### src/sv/tcc_pkg.sv
`default_nettype none

package tcc_pkg;

	// result commands
	typedef enum logic [1:0] {
		CMD_DRAW   = 2'd0,
		CMD_SCROLL = 2'd1,
		CMD_CLEAR  = 2'd2
	} cmd_t;

	// operations
	localparam logic OP_PRINT = 1'b0;
	localparam logic OP_CLEAR = 1'b1;

	// control characters and glyphs
	localparam logic [7:0] CHAR_BS  = 8'd8;
	localparam logic [7:0] CHAR_TAB = 8'd9;
	localparam logic [7:0] CHAR_LF  = 8'd10;
	localparam logic [7:0] CHAR_CR  = 8'd13;
	localparam logic [6:0] GLYPH_SPACE    = 7'd32;
	localparam logic [6:0] GLYPH_QUESTION = 7'd63;

	// register indexes
	localparam logic [1:0] REG_COLUMNS = 2'd0;
	localparam logic [1:0] REG_ROWS    = 2'd1;
	localparam logic [1:0] REG_FG      = 2'd2;
	localparam logic [1:0] REG_BG      = 2'd3;

	// register reset values
	localparam logic [7:0]  RST_COLUMNS = 8'd80;
	localparam logic [6:0]  RST_ROWS    = 7'd25;
	localparam logic [23:0] RST_FG      = 24'hFFFFFF;
	localparam logic [23:0] RST_BG      = 24'h000000;

	typedef struct packed {
		logic       operation;
		logic [7:0] char_code;
	} in_item_t;

	typedef struct packed {
		cmd_t        command;
		logic [6:0]  glyph_code;
		logic [7:0]  cell_column;
		logic [6:0]  cell_row;
		logic [23:0] draw_foreground;
		logic [23:0] draw_background;
		logic        last;
	} out_item_t;

	// result of one cursor step
	typedef struct packed {
		logic [1:0] count;
		out_item_t  res0;
		out_item_t  res1;
		logic [7:0] next_column;
		logic [6:0] next_row;
	} step_t;

endpackage

`default_nettype wire

### src/sv/tcc_step.sv
`default_nettype none

module tcc_step (
	input  var tcc_pkg::in_item_t item,
	input  var logic [7:0]        cursor_column,
	input  var logic [6:0]        cursor_row,
	input  var logic [7:0]        columns,
	input  var logic [6:0]        rows,
	input  var logic [23:0]       fg,
	input  var logic [23:0]       bg,
	output tcc_pkg::step_t        step
);
	import tcc_pkg::*;

	logic [8:0] col;
	logic [7:0] row;
	logic       draw;
	logic       scroll;
	logic [6:0] glyph;
	logic [7:0] draw_col;
	out_item_t  draw_res;
	out_item_t  scroll_res;

	// cursor movement and draw decision
	always_comb begin
		col      = {1'b0, cursor_column};
		row      = {1'b0, cursor_row};
		draw     = 1'b0;
		glyph    = item.char_code[6:0];
		draw_col = cursor_column;
		unique case (item.char_code)
			CHAR_LF: begin
				col = 9'd0;
				row = row + 8'd1;
			end
			CHAR_CR: begin
				col = 9'd0;
			end
			CHAR_TAB: begin
				col = {({1'b0, cursor_column[7:2]} + 7'd1), 2'b00};
			end
			CHAR_BS: begin
				if (cursor_column != 8'd0) begin
					col      = col - 9'd1;
					draw     = 1'b1;
					glyph    = GLYPH_SPACE;
					draw_col = cursor_column - 8'd1;
				end
			end
			default: begin
				draw = 1'b1;
				if (item.char_code[7]) begin
					glyph = GLYPH_QUESTION;
				end
				col = col + 9'd1;
			end
		endcase
		// column overflow wraps to the next row
		if (col >= {1'b0, columns}) begin
			col = 9'd0;
			row = row + 8'd1;
		end
		// row overflow scrolls and holds on the last row
		scroll = (row >= {1'b0, rows});
		if (scroll) begin
			row = {1'b0, rows - 7'd1};
		end
	end

	// result assembly
	always_comb begin
		draw_res                 = '0;
		draw_res.command         = CMD_DRAW;
		draw_res.glyph_code      = glyph;
		draw_res.cell_column     = draw_col;
		draw_res.cell_row        = cursor_row;
		draw_res.draw_foreground = fg;
		draw_res.draw_background = bg;
		draw_res.last            = !scroll;

		scroll_res                 = '0;
		scroll_res.command         = CMD_SCROLL;
		scroll_res.draw_background = bg;
		scroll_res.last            = 1'b1;

		step = '0;
		if (item.operation == OP_CLEAR) begin
			step.count                = 2'd1;
			step.res0.command         = CMD_CLEAR;
			step.res0.draw_background = bg;
			step.res0.last            = 1'b1;
			step.next_column          = 8'd0;
			step.next_row             = 7'd0;
		end else begin
			step.next_column = col[7:0];
			step.next_row    = row[6:0];
			step.res1        = scroll_res;
			if (draw) begin
				step.res0  = draw_res;
				step.count = scroll ? 2'd2 : 2'd1;
			end else begin
				step.res0  = scroll_res;
				step.count = scroll ? 2'd1 : 2'd0;
			end
		end
	end

endmodule

`default_nettype wire

### src/sv/text_console_cursor_control.sv
// channel  | direction | handshake        | payload
// in       | input     | in_valid/ready   | in_data   (operation, char_code)
// out      | output    | out_valid/ready  | out_data  (command .. last)
// cfg      | input     | APB write/read   | paddr, pwdata, prdata
//
// an item is registered on transfer, then its cursor step is worked out
// combinationally and its results are loaded into a two-entry result register
// one item per cycle when each gives at most one result and the output is ready;
// an item that draws and scrolls holds the next one back until its scroll result is taken
// reset clears the cursor, the registers to their defaults and all valid flags
// a stalled output holds the pending results; input stalls behind them

`default_nettype none

module text_console_cursor_control #(
	parameter int MAX_COLUMNS   = 255,
	parameter int MAX_TEXT_ROWS = 127
) (
	input  var logic              clk,
	input  var logic              arst_n,
	input  var logic              in_valid,
	output logic                  in_ready,
	input  var tcc_pkg::in_item_t in_data,
	output logic                  out_valid,
	input  var logic              out_ready,
	output tcc_pkg::out_item_t    out_data,
	input  var logic              psel,
	input  var logic              penable,
	input  var logic              pwrite,
	input  var logic [3:0]        paddr,
	input  var logic [31:0]       pwdata,
	output logic [31:0]           prdata,
	output logic                  pready
);
	import tcc_pkg::*;

	localparam logic [7:0] MaxCols = 8'(MAX_COLUMNS);
	localparam logic [6:0] MaxRows = 7'(MAX_TEXT_ROWS);

	logic [7:0]  columns_q;
	logic [6:0]  rows_q;
	logic [23:0] fg_q;
	logic [23:0] bg_q;
	logic [7:0]  columns;
	logic [6:0]  rows;
	logic [1:0]  reg_idx;

	logic        valid_s1;
	in_item_t    item_s1;
	logic [7:0]  cursor_column_q;
	logic [6:0]  cursor_row_q;
	step_t       step;

	out_item_t   slot0_q;
	out_item_t   slot1_q;
	logic [1:0]  count_q;
	logic        pop;
	logic        advance;

	// configuration registers
	assign pready  = 1'b1;
	assign reg_idx = paddr[3:2];

	always_ff @(posedge clk or negedge arst_n) begin
		if (!arst_n) begin
			columns_q <= RST_COLUMNS;
			rows_q    <= RST_ROWS;
			fg_q      <= RST_FG;
			bg_q      <= RST_BG;
		end else if (psel && penable && pwrite) begin
			unique case (reg_idx)
				REG_COLUMNS: columns_q <= pwdata[7:0];
				REG_ROWS:    rows_q    <= pwdata[6:0];
				REG_FG:      fg_q      <= pwdata[23:0];
				REG_BG:      bg_q      <= pwdata[23:0];
				default:     columns_q <= columns_q;
			endcase
		end
	end

	// register read back
	always_comb begin
		unique case (reg_idx)
			REG_COLUMNS: prdata = {24'd0, columns_q};
			REG_ROWS:    prdata = {25'd0, rows_q};
			REG_FG:      prdata = {8'd0, fg_q};
			REG_BG:      prdata = {8'd0, bg_q};
			default:     prdata = 32'd0;
		endcase
	end

	// geometry limited to at least one cell and the build maximum
	always_comb begin
		if (columns_q == 8'd0) begin
			columns = 8'd1;
		end else if (columns_q > MaxCols) begin
			columns = MaxCols;
		end else begin
			columns = columns_q;
		end
		if (rows_q == 7'd0) begin
			rows = 7'd1;
		end else if (rows_q > MaxRows) begin
			rows = MaxRows;
		end else begin
			rows = rows_q;
		end
	end

	// cursor step for the registered item
	tcc_step u_step (
		.item          (item_s1),
		.cursor_column (cursor_column_q),
		.cursor_row    (cursor_row_q),
		.columns       (columns),
		.rows          (rows),
		.fg            (fg_q),
		.bg            (bg_q),
		.step          (step)
	);

	// handshake control
	assign out_valid = (count_q != 2'd0);
	assign out_data  = slot0_q;
	assign pop       = out_valid && out_ready;
	assign advance   = valid_s1 && ((step.count == 2'd0) || (count_q == 2'd0) ||
		((count_q == 2'd1) && pop));
	assign in_ready  = !valid_s1 || advance;

	// input register
	always_ff @(posedge clk or negedge arst_n) begin
		if (!arst_n) begin
			valid_s1 <= 1'b0;
		end else if (in_ready) begin
			valid_s1 <= in_valid;
		end
	end

	always_ff @(posedge clk) begin
		if (in_ready && in_valid) begin
			item_s1 <= in_data;
		end
	end

	// cursor state
	always_ff @(posedge clk or negedge arst_n) begin
		if (!arst_n) begin
			cursor_column_q <= 8'd0;
			cursor_row_q    <= 7'd0;
		end else if (advance) begin
			cursor_column_q <= step.next_column;
			cursor_row_q    <= step.next_row;
		end
	end

	// result register occupancy
	always_ff @(posedge clk or negedge arst_n) begin
		if (!arst_n) begin
			count_q <= 2'd0;
		end else if (advance && (step.count != 2'd0)) begin
			count_q <= step.count;
		end else if (pop) begin
			count_q <= count_q - 2'd1;
		end
	end

	// result register contents
	always_ff @(posedge clk) begin
		if (advance && (step.count != 2'd0)) begin
			slot0_q <= step.res0;
			slot1_q <= step.res1;
		end else if (pop) begin
			slot0_q <= slot1_q;
		end
	end

endmodule

`default_nettype wire
### config.mk
export PLATFORM = sky130hd
export DESIGN_NAME = text_console_cursor_control
export DESIGN_NICKNAME = d
export VERILOG_FILES = /design/src/sv/tcc_pkg.sv /design/src/sv/tcc_step.sv /design/src/sv/text_console_cursor_control.sv
export SDC_FILE = /design/constraint.sdc
export NUM_CORES = 1
export LEC_CHECK = 0
export ABC_AREA = 1
export BUFFER_PORTS_ARGS = -buffer_cell sky130_fd_sc_hd__buf_2
export CORE_MARGIN = 1
export CORE_UTILIZATION = 40
export DETAILED_ROUTE_END_ITERATION = 8
export PLACE_DENSITY_LB_ADDON = 0.3
export SYNTH_ARGS = -nofsm -noshare
export SYNTH_HDL_FRONTEND = slang
export SYNTH_SLANG_ARGS = --single-unit
### constraint.sdc
create_clock -name clk -period 7.22 [get_ports clk]
set_input_delay 0.722 -clock clk [delete_from_list [all_inputs] [get_ports clk]]
set_output_delay 0.722 -clock clk [all_outputs]
set_load 0.01 [all_outputs]
==> flow_metrics.env <==
export IMPL_status="finished clean"
export IMPL_cp_buffers_inverters=11
export IMPL_synth_cell_type_count=46
export IMPL_fmax_mhz=150
export IMPL_clockRootBuffer="clkbuf_16"
export IMPL_ys_seq_area_frac=0.564
export IMPL_clkTransAtPathRegs_ns=0.08
export IMPL_yosysTopAreaCell="edfxtp_1"
export IMPL_insertion_delay_ns=0.44
export IMPL_grt_ovfl_total=0
export IMPL_fin_crit_sh=0.923
export IMPL_cts_max_path_buffers=2
export IMPL_fin_crit_ns=6.67
export IMPL_async_flop_share=0.431
export IMPL_crit_path_top_delay_cell="dfrtp_1"
export IMPL_synth_area_um2=9350
export IMPL_antenna_found_initial=1
export IMPL_cts_buffers_inserted=17
export IMPL_wire_per_inst_um=15.0
export IMPL_yosys_top_cells_count="nand2_1 (242), inv_1 (144), o21ai_0 (110), edfxtp_1 (107), nor2_1 (93)"
export IMPL_die_height_um=155
export IMPL_min_path_type="primary input to async pin"
export IMPL_path_class="flip-flop to output port"
export IMPL_arrival_ns=5.94
export IMPL_yosys_warnings=0
export IMPL_finalSetupViolCount=0
export IMPL_htreeDepth=4
export IMPL_finalHoldViolCount=0
export IMPL_power_leakage_nw=5.13
export IMPL_final_nets=1229
export IMPL_io_buffers=140
export IMPL_tightest_slew_ns=1.17
export IMPL_drt_iter0_markers=488
export IMPL_track_usage=0.192
export IMPL_dieArea_um2=24000
export IMPL_place_gp_congestion=0.874
export IMPL_post_route_util=0.484
export IMPL_initial_core_util=0.411
export IMPL_area_growth_pct=17.8
export IMPL_ant_nets=0
export IMPL_dr_pass1_iters=4
export IMPL_clock_sinks=188
export IMPL_hpwlAfterDp_um=15700
export IMPL_rsz0062_at_grt="false"
export IMPL_cts_setup_buffers=0
export IMPL_cts_resized=0
export IMPL_critPathMaxFanout=11
export IMPL_wl_um=22100
export IMPL_grt_pass1_wl_um=35500
export IMPL_coreArea_um2=22800
export IMPL_vias=7188
export IMPL_crit_path_start_kind="flip-flop"
export IMPL_drive_above_1_share=0.219
export IMPL_pin_count=160
export IMPL_slowest_delay_ns=0.48
export IMPL_cp_end_kind="output port"
export IMPL_synth_most_common_cell="nand2_1"
export IMPL_cts_tree="yes"
export IMPL_slew_violations=0
export IMPL_power_density_nw_per_um2=446
export IMPL_synth_flop_cell="edfxtp_1"
export IMPL_register_area_um2=5280
export IMPL_die_w_um=155
export IMPL_cp_common_cell="nand2_1"
export IMPL_synth_edf_count=107
export IMPL_synth_top_cell_area_share=0.344
export IMPL_maxCapViolCount=0
export IMPL_diodes=0
export IMPL_finClkSkew_ns=0.0134
export IMPL_drc=0
export IMPL_postCtsHoldBufs=0
export IMPL_peakVddDrop_mv=0.244
export IMPL_via_per_inst=4.87
export IMPL_cp_data_required_time_ns=6.50
export IMPL_ys_seq_elements=188
export IMPL_grt_pass1_vias=6925
export IMPL_critPathTopFamily="simple AND/OR/NAND/NOR gates"
export IMPL_synthCells=1014
export IMPL_multi_input_area_um2=3320
export IMPL_grt_max_degree=53
export IMPL_synth_area_top_cells="edfxtp_1 (34%), dfrtp_1 (14%), nand2_1 (9.7%), dfstp_2 (8.1%), o21ai_0 (5.9%)"
export IMPL_tns_ns=0
export IMPL_maxSlewHeadroom=0.221
export IMPL_fill_cells=2152
export IMPL_avgSynthCellArea_um2=9.22
export IMPL_placementRows=55
sequential cells by signal, summed over array words and instances (netlist names):
register / count
count_q: 2
out_data: 73
item_s1: 9
columns_q: 8
cursor_column_q: 8
rows_q: 7
valid_s1: 1
fg_q: 24
slot1_q: 25
bg_q: 24
cursor_row_q: 7
metal layers:
metal	global-route usage	up-vias	share of wire
met5	0	-	0.00036
met1	0.254	3386	0.46
met3	0.0401	46	0.042
li1	-	3574	-
met2	0.308	180	0.47
met4	0.0754	2	0.027
report_power, final:
part	internal, W	switching (W)
combinational	0.000639	0.00133
clock	0.000509	0.000483
sequential	0.00177	0.000181
final timing paths:
path                            depth (start not counted)  slack (ns)                         end                           start
worst min-delay path                                    1        0.21        bg_q[15]$_DFFE_PN0P_                          arst_n
worst min register to register                          2        0.52         fg_q[6]$_DFFE_PN1P_             fg_q[6]$_DFFE_PN1P_
max in group asynchronous                               2        5.93        bg_q[20]$_DFFE_PN0P_                          arst_n
worst max-delay path                                   43        0.55                    in_ready  cursor_column_q[2]$_DFFE_PN0P_
min in group clk                                        1        0.46        item_s1[7]$_DFFE_PP_                      in_data[7]
worst max register to register                         47        0.91  out_data[67]$_SDFFCE_PP0P_  cursor_column_q[2]$_DFFE_PN0P_
final cells by class:
class | count | area share
timing repair buffer | 152 | 0.0743
inverter | 151 | 0.0521
clock inverter | 15 | 0.0191
clock buffer | 17 | 0.0386
sequential | 188 | 0.479
tap | 313 | 0.0356
multi-input combinational | 641 | 0.301
metrics by stage:
step | total power (W) | instances | area, um^2 | hold WS [ns] | worst slack [ns]
4_1_cts | 0.00495 | 1477 | 11000 | 0.213 | 0.416
5_1_grt | 0.00529 | 1477 | 11000 | 0.221 | 0.0281
2_1_floorplan | 0.00329 | 1021 | 9380 | 0.426 | 0.489
6_report | 0.00491 | 1477 | 11000 | 0.214 | 0.553
3_3_place_gp | 0.00389 | 1445 | 10400 | 0.493 | 0.899
3_5_place_dp | 0.00395 | 1445 | 10400 | 0.500 | 0.808
logic make-up after synthesis:
kind of cell / share of synthesized area
DFF: 0.564
xor gates and xnor gates: 0.0150
buffers and inverters: 0.0859
AOI/OAI and AO/OA: 0.105
and+or+nand+nor: 0.194
other: 0.000803
adders and majority gates: 0.0348
cells in the final DEF (no fill, tap or decap), drive strengths merged, types with 9 or more instances in the layout:
master	n
nand2	251
nor2	105
a21oi	22
nand3	37
dfstp	29
inv	158
conb	9
ha	26
clkbuf	17
edfxtp	107
o22ai	21
dfrtp	52
buf	152
o21ai	112
xor2	13
Note: power is estimated with default switching activity, not from simulation.
